## src/rtl/vadl_sqrt_pipe.sv

```systemverilog
// pipelined integer square root, one root bit per stage
`default_nettype none

module vadl_sqrt_pipe #(
  parameter int unsigned ROOT_W = 16,
  parameter int unsigned SIDE_W = 8
) (
  input  logic                clk_i,
  input  logic                rst_ni,
  input  logic                en_i,
  input  logic                valid_i,
  input  logic [2*ROOT_W-1:0] x_i,
  input  logic [SIDE_W-1:0]   side_i,
  output logic                valid_o,
  output logic [ROOT_W-1:0]   root_o,
  output logic [SIDE_W-1:0]   side_o
);

  localparam int unsigned X_W = 2 * ROOT_W;

  logic [ROOT_W-1:0] vld_q;
  logic [ROOT_W:0]   rem_q  [ROOT_W];
  logic [ROOT_W-1:0] root_q [ROOT_W];
  logic [X_W-1:0]    xl_q   [ROOT_W];
  logic [SIDE_W-1:0] side_q [ROOT_W];

  logic [ROOT_W:0]   rem_in  [ROOT_W];
  logic [ROOT_W-1:0] root_in [ROOT_W];
  logic [X_W-1:0]    xl_in   [ROOT_W];
  logic [SIDE_W-1:0] side_in [ROOT_W];

  logic [ROOT_W:0]   rem_d  [ROOT_W];
  logic [ROOT_W-1:0] root_d [ROOT_W];
  logic [X_W-1:0]    xl_d   [ROOT_W];

  for (genvar k = 0; k < ROOT_W; k++) begin : g_stage
    logic [ROOT_W+2:0] cur;
    logic [ROOT_W+2:0] trial;
    logic [ROOT_W+2:0] diff;
    logic              take;

    if (k == 0) begin : g_first
      assign rem_in[k]  = '0;
      assign root_in[k] = '0;
      assign xl_in[k]   = x_i;
      assign side_in[k] = side_i;
    end else begin : g_next
      assign rem_in[k]  = rem_q[k-1];
      assign root_in[k] = root_q[k-1];
      assign xl_in[k]   = xl_q[k-1];
      assign side_in[k] = side_q[k-1];
    end

    // bring down two bits, try 4*root+1
    assign cur       = {rem_in[k], xl_in[k][X_W-1:X_W-2]};
    assign trial     = {1'b0, root_in[k], 2'b01};
    assign diff      = cur - trial;
    assign take      = cur >= trial;
    assign rem_d[k]  = take ? diff[ROOT_W:0] : cur[ROOT_W:0];
    assign root_d[k] = {root_in[k][ROOT_W-2:0], take};
    assign xl_d[k]   = {xl_in[k][X_W-3:0], 2'b00};
  end

  always_ff @(posedge clk_i or negedge rst_ni) begin
    if (!rst_ni) begin
      vld_q <= '0;
    end else if (en_i) begin
      vld_q <= {vld_q[ROOT_W-2:0], valid_i};
    end
  end

  always_ff @(posedge clk_i) begin
    if (en_i) begin
      for (int k = 0; k < ROOT_W; k++) begin
        rem_q[k]  <= rem_d[k];
        root_q[k] <= root_d[k];
        xl_q[k]   <= xl_d[k];
        side_q[k] <= side_in[k];
      end
    end
  end

  assign valid_o = vld_q[ROOT_W-1];
  assign root_o  = root_q[ROOT_W-1];
  assign side_o  = side_q[ROOT_W-1];

endmodule

`default_nettype wire

```

## config.mk

```make
export PLATFORM = sky130hd
export DESIGN_NAME = vadl_sqrt_pipe
export DESIGN_NICKNAME = d
export VERILOG_FILES = /design/src/rtl/vadl_sqrt_pipe.sv
export SDC_FILE = /design/constraint.sdc
export NUM_CORES = 1
export LEC_CHECK = 0
export BUFFER_PORTS_ARGS = -buffer_cell sky130_fd_sc_hd__buf_4
export CAP_MARGIN = 20
export CORE_AREA = 2 2 232 234
export DETAILED_ROUTE_END_ITERATION = 7
export DIE_AREA = 0 0 234 236
export GPL_TIMING_DRIVEN = 0
export PLACE_DENSITY = 0.91
export SKIP_CTS_REPAIR_TIMING = 1
export SYNTH_ARGS = -nofsm -noshare
export SYNTH_HDL_FRONTEND = slang
export SYNTH_SLANG_ARGS = --single-unit
```

## constraint.sdc

```tcl
create_clock -name clk_i -period 4.3 [get_ports clk_i]
set_clock_uncertainty 0.05 [all_clocks]
set_input_delay 0.215 -clock clk_i [delete_from_list [all_inputs] [get_ports clk_i]]
set_output_delay 0.215 -clock clk_i [all_outputs]
set_load 0.05 [all_outputs]
```

After elaboration in Yosys (flattened, before gate mapping) --
Memories as Yosys holds them, arrays and structs flattened. Cells that the tools add are included.
Storage, ports and cells: memories kept 4, flip-flop bits (word level) 16, output and inout port bits 25, word-level logic and storage cells 55, input port bits 44, bits in writable memories 1136
Memory list:
- xl_q | depth 16, bits a word 30, rd ports 15, clocked after Yosys merged registers in 0, wr ports 16, line 24 | logic [X_W-1:0] xl_q [ROOT_W];
- rem_q | depth 16, bits a word 17, rd ports 15, clocked after Yosys merged registers in 0, wr ports 16, line 22 | logic [ROOT_W:0] rem_q [ROOT_W];
- root_q | depth 16, bits a word 16, rd ports 16, clocked after Yosys merged registers in 0, wr ports 16, line 23 | logic [ROOT_W-1:0] root_q [ROOT_W];
- side_q | depth 16, bits a word 8, rd ports 16, clocked after Yosys merged registers in 0, wr ports 16, line 25 | logic [SIDE_W-1:0] side_q [ROOT_W];
Cells by class: add/subtract/negate cells 16, mux-type cells 18, $lt $le $gt $ge 16
Operator list (number):
- greater-or-equal comparator 19 x 18 -> 1 bit | 15
- 2-to-1 mux 17 bit | 16
- subtractor 17 bit | 15
- subtractor 2 x 1 -> 3 bit (second input constant) | 1
- greater-or-equal comparator 2 x 1 -> 1 bit (second input constant) | 1
- 2-to-1 mux 1 bit | 2

Logic depth before layout (Yosys ltp) --
Gate-level depths: netlist of run 1. An unclocked memory read counts as a cell.
word-level depth 3, depth in mapped cells 11, mapped depth without buffers 9

Worst setup path before layout of run 1 --
No wires, ideal clock.
path type reg-to-reg, start memory rem_q[1][61] (netlist name), end memory rem_q[1][78] (netlist name) (data pin), clock period less this slack 2969 ps, cell stages (with the launch flop) 9, data required time 3990 ps, buffers on the path 2, arrival time 2659 ps, setup slack 1331 ps, library setup time 260 ps, cell sequence edfxtp_1 > ha_1 > clkbuf_1 > a21o_1 > a211o_1 > or3_1 > nor4_4 > buf_2 > mux2_2
RTL lines (line):
- start: declaration | 22

==> results.json, run 1 <==
{
  "ctsHtreeMaxLevel": 3,
  "power.leakage_nw": 14.3,
  "holdPathStages": 1,
  "cp_data_required_time_ns": 4.60,
  "fin_cells": 3245,
  "m1WireLength_mm": 25.9,
  "post-place-ws_ns": 0.706,
  "p_total_mw": 18.6,
  "overflow": 0,
  "seq_area_sq_um": 22700,
  "grt_max_degree": 144,
  "routed.top_layer": "met4",
  "synthCells": 2297,
  "yosys.area.top_type_share": 0.674,
  "drc_errors": 0,
  "rsz0062_at_grt": "no",
  "avgRoutedWirePerCell_um": 20.0,
  "multi_input_area_sq_um": 9510,
  "synth_area_leader_cell": "edfxtp_1",
  "core_area_sq_um": 53100,
  "cp.arrival_ns": 4.02,
  "cts_sinks": 757,
  "fin_area_sq_um": 37400,
  "io_pins": 69,
  "startpoint_type": "register",
  "ant_nets": 0,
  "powerDensity_nw_per_um2": 496,
  "yosysMostFrequentCell": "edfxtp_1",
  "cts.clk_slew.worst_paths_ns": 0.06,
  "grt_pass1_vias": 18900,
  "path_class": "register to register",
  "root_buffer": "clkbuf_16",
  "routed_via_density": 5.99,
  "finalSetupViolations": 0,
  "crit_chain": "ha_1 -> o21a_1 -> o31ai_1 -> a211oi_1 -> a2111oi_1 -> buf_2 -> buf_2 -> o21ai_0",
  "cts_tree": "done",
  "status": "finished, final reports clean",
  "synthArstFlopShare": 0.0211,
  "drive_gt1_frac": 0.110,
  "initial_core_util": 0.622,
  "finalMaxSlewViolations": 0,
  "synth_fp_nets": 2493,
  "clock_path_buffers": 3,
  "die_h_um": 236,
  "crit_path_max_incr_delay_ns": 0.75,
  "maxCapViolations": 0,
  "antenna_found_initial": 0,
  "routed_wirelength_mm": 64.9,
  "ys_ff_latch": 757,
  "dieArea_sq_um": 55200,
  "rrSetupSlack_ns": 0.57,
  "syn_area_per_cell_sq_um": 14.4,
  "cp-end-kind": "register",
  "num-nets-final": 2690,
  "crit_fanout": 10,
  "min_to": "xl_q[0][32]$_DFFE_PP_",
  "r2r_cells": 8,
  "worst_slew_pin_slew_ns": 0.989,
  "fin_crit_ns": 3.73,
  "die-width_um": 234,
  "path_common_cell": "buf_2",
  "min_from": "en_i",
  "yosys_warnings": 0,
  "ys_seq_area_frac": 0.686,
  "synth_area_sq_um": 33000,
  "fill_cells": 3190,
  "slew_headroom": 0.332,
  "r2r_end": "rem_q[1][27]$_DFFE_PP_",
  "diodes": 0,
  "hold_class": "primary input to register",
  "hpwl_mm": 39.9,
  "synth_cell_types": 75,
  "period_share": 0.866,
  "critPathTopFamily": "compound AO/OA/AOI/OAI gates",
  "gp_congestion": 0.894,
  "vias": 19400,
  "drtIter0Drc": 1684,
  "clock_latency_ns": 0.65,
  "dpl.cell_count": 3066,
  "area_growth_pct": 13.3,
  "row_count": 85,
  "timing.fmax_mhz": 268,
  "worst_path_max_delay_cell": "a2111oi_1",
  "cts_buffers": 77,
  "wl_met2_mm": 33.0,
  "numPortBuffers": 68,
  "setup_slack_ns": 0.575,
  "grt_pass1_wl_mm": 98.4,
  "path_buf_inv": 2,
  "route.met3.wl_mm": 3.95,
  "synth-edff-count": 741,
  "drtPass1Iterations": 5,
  "ys_dominant_reg_cell": "edfxtp_1",
  "synth.area.top_cells": "edfxtp_1, ha_1, xnor2_1",
  "ir_drop_uv": 468,
  "synth_common_cells": "edfxtp_1, inv_1, ha_1",
  "hold_viol_final": 0,
  "dpl_cell_area_sq_um": 34500,
  "grt_usage": 0.228,
  "r2r-start": "rem_q[1][0]$_DFFE_PP_"
}
## stage by stage
stage	util	hold slack [ns]	TNS [ns]
after floorplan	-	-0.131	0
after global placement	0.648	0.0226	-2002.50
after detailed placement	0.651	0.0300	0
after CTS	0.697	-0.663	0
after global routing	0.705	0.146	0
final	0.705	0.122	0
## area by class of cell
cell class | count | share of cell area
Multi-Input combinational cell | 1316 | 0.254
Sequential cell | 757 | 0.605
Timing Repair Buffer | 118 | 0.0295
Clock buffer | 95 | 0.0533
Buffer | 32 | 0.00364
Clock inverter | 39 | 0.0116
Tap cell | 696 | 0.0233
Inverter | 192 | 0.0193
## power by group
part           total, mW  leakage, nW  internal (mW)  switching (mW)
clock               6.47         1.17           3.64            2.83
sequential          9.49         7.31           9.03           0.455
combinational       2.62         5.78           1.13            1.49
total               18.6         14.3           13.8            4.77
## layer usage
metal  global-route usage  up-vias
li1                     -     9055
met3               0.0338      169
met1                0.297     9435
met4               0.0894        0
met5                    0        -
met2                0.387      766
## state kept, by name, summed over array words and instances, names as in the netlist
signal,count
rem_q,237
root_q,136
side_q,128
vld_q,16
xl_q,240
## cells in the final DEF (no fill, tap or decap), types with 44 or more instances in the layout
cell type,count
dlygate4sd3_1,44
inv_1,190
o21a_1,44
xnor2_1,90
buf_4,68
mux2_2,61
ha_1,152
clkbuf_16,77
edfxtp_1,741
o21ai_0,94
nand2_1,75
xor2_1,68
nor2_1,151
nor3_1,51
a21oi_1,98
## worst max-delay path by stage
stage                      startpoint                      to  cells past startpoint
6_report        rem_q[1][0]$_DFFE_PP_  rem_q[1][27]$_DFFE_PP_                      8
5_1_grt         rem_q[1][0]$_DFFE_PP_  rem_q[1][27]$_DFFE_PP_                      8
4_1_cts         rem_q[1][0]$_DFFE_PP_  rem_q[1][27]$_DFFE_PP_                      8
3_5_place_dp    rem_q[1][0]$_DFFE_PP_  rem_q[1][27]$_DFFE_PP_                      8
3_3_place_gp                     en_i    vld_q[2]$_DFFE_PN0P_                      4
2_1_floorplan  rem_q[1][61]$_DFFE_PP_  rem_q[1][78]$_DFFE_PP_                      8
## cell families after synthesis
kind of cell,Yosys count,share of synthesized area
AO/OA/AOI/OAI,408,0.0806
XOR/XNOR,158,0.0419
adder cells (fa/ha/maj),152,0.0576
buffers and inverters,224,0.0260
flip-flops,757,0.686
multiplexers,74,0.0247
other,1,0.000114
AND/OR/NAND/NOR,523,0.0831
(Power assumes the default switching activity.)
==> run 2: changes to the inputs <==
Settings changed: ABC_AREA set to 1, CORE_AREA 2 2 232 234 to 2 2 244 246, DIE_AREA 0 0 234 236 to 0 0 246 248, HOLD_SLACK_MARGIN set to 0.15, PLACE_DENSITY 0.91 to 0.9.
==> run 2 against run 1 <==
Against the previous run: utilization decreased by 0.47 points; largest power group unchanged; register-to-register slack better by 1.2 ns; first-iteration DRC count rose by 28%; sequential share of layout area decreased by 5.2 points; critical path depth is 2 higher; final cell count is 42% higher; global-route usage rose by 0.23 points; worst setup slack better by 1.2 ns; worst hold slack lost 0.017 ns.
==> results.json, run 2 <==
{
  "hpwl_mm": 48.3,
  "synth_fp_nets": 3785,
  "ys_ff_latch": 757,
  "hold_class": "primary input to register",
  "crit_chain": "ha_1 -> nand2_1 -> inv_1 -> nand2_1 -> nor3_1 -> nand2_1 -> nand2_2 -> nor2_2 -> buf_2 -> a21oi_1",
  "fill_cells": 4093,
  "grt_max_degree": 140,
  "crit_path_max_incr_delay_ns": 0.43,
  "yosys.area.top_type_share": 0.610,
  "syn_area_per_cell_sq_um": 10.2,
  "path_common_cell": "nand2_1",
  "diodes": 0,
  "synth-edff-count": 741,
  "ys_dominant_reg_cell": "edfxtp_1",
  "overflow": 0,
  "ant_nets": 0,
  "finalMaxSlewViolations": 0,
  "synthCells": 3589,
  "slew_headroom": 0.377,
  "core_area_sq_um": 58500,
  "status": "finished, final reports clean",
  "num-nets-final": 3982,
  "hold-worst-slack_ns": 0.105,
  "path_class": "register to register",
  "clock_path_buffers": 3,
  "r2r-start": "rem_q[0][126]$_DFFE_PP_",
  "drc_errors": 0,
  "numPortBuffers": 68,
  "grt_usage": 0.230,
  "die_h_um": 248,
  "routed_wirelength_mm": 69.9,
  "timing.fmax_mhz": 401,
  "synth_area_sq_um": 36500,
  "yosysMostFrequentCell": "nand2_1",
  "startpoint_type": "register",
  "worst_path_max_delay_cell": "edfxtp_1",
  "power.leakage_nw": 18.5,
  "powerDensity_nw_per_um2": 462,
  "vias": 24700,
  "cts.clk_slew.worst_paths_ns": 0.06,
  "antenna_found_initial": 0,
  "hold_viol_final": 0,
  "ys_seq_area_frac": 0.621,
  "gp_congestion": 0.908,
  "maxCapViolations": 0,
  "drtIter0Drc": 2158,
  "cp.arrival_ns": 2.80,
  "p_total_mw": 18.9,
  "yosys_warnings": 0,
  "cp_data_required_time_ns": 4.60,
  "regMostFlops": "xl_q",
  "cts_sinks": 757,
  "synth_area_leader_cell": "edfxtp_1",
  "root_buffer": "clkbuf_16",
  "row_count": 89,
  "io_pins": 69,
  "fin_crit_ns": 2.50,
  "critPathLaunch": "rem_q[0][126]$_DFFE_PP_",
  "final_cell_mix": "nand2_1, edfxtp_1, inv_1",
  "dieArea_sq_um": 61000,
  "synth_cell_types": 47,
  "finalSetupViolations": 0,
  "min_from": "en_i",
  "cts_tree": "done",
  "drive_gt1_frac": 0.0790,
  "ctsHtreeMaxLevel": 3,
  "cts_buffers": 78,
  "area_growth_pct": 12.3,
  "crit_fanout": 10,
  "cp-end-kind": "register",
  "synthArstFlopShare": 0.0211,
  "grt_pass1_wl_mm": 113,
  "synth_common_cells": "nand2_1, edfxtp_1, inv_1",
  "largest_register_ffs": 240,
  "grt_pass1_vias": 23400,
  "avgRoutedWirePerCell_um": 15.1,
  "drtPass1Iterations": 6,
  "worst_slew_pin_slew_ns": 0.934,
  "clock_latency_ns": 0.63,
  "routed_via_density": 5.34,
  "ir_drop_uv": 358,
  "initial_core_util": 0.624,
  "die-width_um": 246,
  "period_share": 0.581,
  "layout_commonest_cell": "nand2_1",
  "rsz0062_at_grt": "no",
  "synth.area.top_cells": "edfxtp_1, nand2_1, inv_1",
  "reg_top3": "xl_q x240, rem_q x237, root_q x136"
}
## run 2: routing by layer
layer | track usage | vias up | routed length, um
met5 | 0 | - | 0
met4 | 0.0822 | 0 | 2000
met3 | 0.0380 | 166 | 4350
met2 | 0.391 | 802 | 34200
met1 | 0.300 | 11500 | 29400
li1 | - | 12200 | -
## run 2: through the flow
stage	setup WS, ns	TNS (ns)	util	area [sq um]	instances
2_1_floorplan	2.36	0	-	36500	3589
3_3_place_gp	-3.10	-2157.04	0.649	37900	4430
3_5_place_dp	1.70	0	0.651	38100	4435
4_1_cts	1.87	0	0.693	40500	4577
5_1_grt	1.56	0	0.701	41000	4621
6_report	1.80	0	0.701	41000	4621
## run 2: layout make-up
class | instances | area (sq um) | area share
buffer | 36 | 241 | 0.00590
clock buffer | 107 | 2130 | 0.0521
clock inverter | 35 | 302 | 0.00736
inverter | 639 | 2400 | 0.0586
multi-input combinational | 2157 | 11200 | 0.273
sequential | 757 | 22700 | 0.553
tap | 773 | 967 | 0.0236
timing repair buffer | 117 | 1100 | 0.0268
## run 2: logic make-up (layout without fill, tap and decap cells)
| kind of cell | count (synthesis) | count (layout) | share of synthesized area |
|---|---|---|---|
| buffers and inverters | 675 | 934 | 0.0725 |
| muxes | 2 | 2 | 0.000618 |
| other | 1 | 1 | 0.000103 |
| xor gates and xnor gates | 86 | 86 | 0.0207 |
| AOI/OAI and AO/OA | 222 | 222 | 0.0333 |
| DFF | 757 | 757 | 0.621 |
| and+or+nand+nor | 1694 | 1694 | 0.199 |
| adders and majority gates | 152 | 152 | 0.0522 |
## run 2: worst max-delay path: cells and delay by family, from the launching register on
family,cells,cell delay [ns]
and+or+nand+nor,6,0.63
AOI/OAI and AO/OA,1,0.42
DFF,1,0.43
buffers and inverters,2,0.30
adders and majority gates,1,0.40
## run 2: power by group
group | internal (mW) | leakage, nW | switching, mW
Clock | 3.72 | 1.18 | 2.72
Combinational | 1.07 | 10.0 | 2.04
Sequential | 8.97 | 7.32 | 0.378
Total | 13.8 | 18.5 | 5.13
## run 2: worst paths after layout
path,slack (ns),to,cells after the start
setup / recovery,1.80,rem_q[1][10]$_DFFE_PP_,10
hold / removal,0.11,xl_q[0][8]$_DFFE_PP_,1
setup reg to reg,1.80,rem_q[1][10]$_DFFE_PP_,10
hold reg to reg,0.36,xl_q[1][55]$_DFFE_PP_,0
max in group asynchronous,3.09,vld_q[2]$_DFFE_PN0P_,3
min in group asynchronous,0.67,vld_q[7]$_DFFE_PN0P_,3
==> run 3: changes to the inputs <==
Clock period 4.3 ns to 2.4 ns, I/O delays scaled along.
==> run 3 against run 2 <==
Against the previous run: non-clock buffer count rose by 11; first-iteration DRC count fell by 1.4%; largest cell class unchanged; utilization rose by 0.41 points; die area unchanged; critical path type unchanged; wire length rose by 1.1%; worst hold slack worse by 0.094 ns; worst setup slack got worse by 1.7 ns; register-to-register slack worse by 1.7 ns; sequential power increased by 80%; critical endpoint is now root_q[0][96]$_DFFE_PP_; sequential share of layout area fell by 0.32 points; total power increased by 80%.
==> results.json, run 3 (synthesis gave the netlist of run 2 again) <==
{
  "final_cell_mix": "nand2_1, edfxtp_1, inv_1",
  "finalMaxSlewViolations": 0,
  "period_share": 0.972,
  "cp.arrival_ns": 2.66,
  "overflow": 0,
  "cp-end-kind": "register",
  "min_to": "xl_q[0][8]$_DFFE_PP_",
  "drc_errors": 0,
  "path_class": "register to register",
  "gp_congestion": 0.908,
  "min_from": "en_i",
  "avgRoutedWirePerCell_um": 15.2,
  "diodes": 0,
  "root_buffer": "clkbuf_16",
  "cts_buffers": 78,
  "fin_crit_ns": 2.33,
  "routed_wirelength_mm": 70.6,
  "ctsHtreeMaxLevel": 3,
  "internal_power_mw": 24.7,
  "area_growth_pct": 13.0,
  "drtPass1Iterations": 6,
  "antenna_found_initial": 0,
  "die_h_um": 248,
  "ir_drop_uv": 641,
  "ant_nets": 0,
  "reg_top3": "xl_q x240, rem_q x237, root_q x136",
  "post-place-ws_ns": -0.107,
  "tns_ns": 0,
  "timing.fmax_mhz": 429,
  "crit_fanout": 7,
  "holdPathStages": 1,
  "cts_sinks": 757,
  "row_count": 89,
  "grt_pass1_vias": 23400,
  "dieArea_sq_um": 61000,
  "switching_share": 0.272,
  "comb_power_share": 0.167,
  "finalSetupViolations": 0,
  "numPortBuffers": 68,
  "dpl_cell_area_sq_um": 38100,
  "grt_usage": 0.230,
  "layout_commonest_cell": "nand2_1",
  "p_clk_frac": 0.340,
  "cp_data_required_time_ns": 2.73,
  "grt_max_degree": 140,
  "clock_latency_ns": 0.63,
  "path_common_cell": "nand2_1",
  "regMostFlops": "xl_q",
  "fill_cells": 4066,
  "status": "finished, final reports clean",
  "worst_slew_pin_slew_ns": 0.942,
  "fin_cells": 4632,
  "die-width_um": 246,
  "dpl.cell_count": 4435,
  "io_pins": 69,
  "final_core_util": 0.705,
  "crit_path_max_incr_delay_ns": 0.40,
  "setup_slack_ns": 0.0681,
  "routed_via_density": 5.36,
  "r2r_end": "root_q[0][96]$_DFFE_PP_",
  "fin_area_sq_um": 41200,
  "drive_gt1_frac": 0.0878,
  "startpoint_type": "register",
  "initial_core_util": 0.624,
  "p_total_mw": 34.0,
  "hpwl_mm": 48.3,
  "drtIter0Drc": 2128,
  "crit_chain": "ha_1 -> nand2_1 -> nor2_1 -> and3_1 -> nand2_1 -> nand2_1 -> nor2_4 -> clkinvlp_4 -> buf_4",
  "switchingPower_mw": 9.25,
  "grt_pass1_wl_mm": 113,
  "r2r-start": "rem_q[0][88]$_DFFE_PP_",
  "num-nets-final": 3993,
  "power.leakage_nw": 18.6,
  "core_area_sq_um": 58500,
  "maxCapViolations": 0,
  "r2r_cells": 9,
  "clock_path_buffers": 3,
  "powerDensity_nw_per_um2": 825,
  "vias": 24800,
  "hold_class": "primary input to register",
  "worst_path_max_delay_cell": "edfxtp_1",
  "cts.clk_slew.worst_paths_ns": 0.06,
  "slew_headroom": 0.372,
  "largest_register_ffs": 240,
  "hold_viol_final": 0,
  "cts_tree": "done",
  "rrSetupSlack_ns": 0.07,
  "seqPwrFrac": 0.493,
  "hold-worst-slack_ns": 0.0110
}
## run 3: cell types whose count changed in the layout (fill, tap and decap cells not counted), sizes merged
| cell | change |
|---|---|
| buf | +11 |
| clkinvlp | +1 |
| inv | -1 |
## run 3: worst max-delay path by stage
| stage | to | cells past startpoint | start |
|---|---|---|---|
| floorplan | rem_q[0][85]$_DFFE_PP_ | 9 | rem_q[0][72]$_DFFE_PP_ |
| global placement | vld_q[8]$_DFFE_PN0P_ | 3 | en_i |
| detailed placement | side_q[0][35]$_DFFE_PP_ | 3 | en_i |
| CTS | rem_q[1][10]$_DFFE_PP_ | 11 | root_q[0][119]$_DFFE_PP_ |
| global route | root_q[0][96]$_DFFE_PP_ | 9 | root_q[0][80]$_DFFE_PP_ |
| finish | root_q[0][96]$_DFFE_PP_ | 9 | rem_q[0][88]$_DFFE_PP_ |
## run 3: power groups by stage
stage                     logic, mW  clock network (mW)  registers [mW]
after floorplan                3.89                   0            16.8
after global placement         5.20                   0            17.1
after detailed placement       5.41                   0            17.0
after CTS                      5.47                11.8            16.7
after global routing           6.43                12.4            16.9
final                          5.67                11.5            16.8
## run 3: layout make-up
class                           instances  area [sq um]  area share
Tap cell                              773           967      0.0235
Clock inverter                         35           302     0.00732
Multi-Input combinational cell       2157         11300       0.275
Sequential cell                       757         22700       0.550
Timing Repair Buffer                  128          1180      0.0286
Buffer                                 36           241     0.00586
Clock buffer                          107          2130      0.0518
Inverter                              639          2400      0.0584
## run 3: critical path, delay by kind of cell (launching register included)
family / cells / cell delay [ns]
DFF: 1 / 0.40
buffers and inverters: 2 / 0.45
adders and majority gates: 1 / 0.38
and+or+nand+nor: 6 / 0.80
## run 3: per-layer routing
layer,vias up,wire (um),global-route usage
li1,12200,-,-
met1,11500,29300,0.300
met2,868,34700,0.391
met3,169,4680,0.0380
met4,0,2000,0.0822
met5,-,0,0
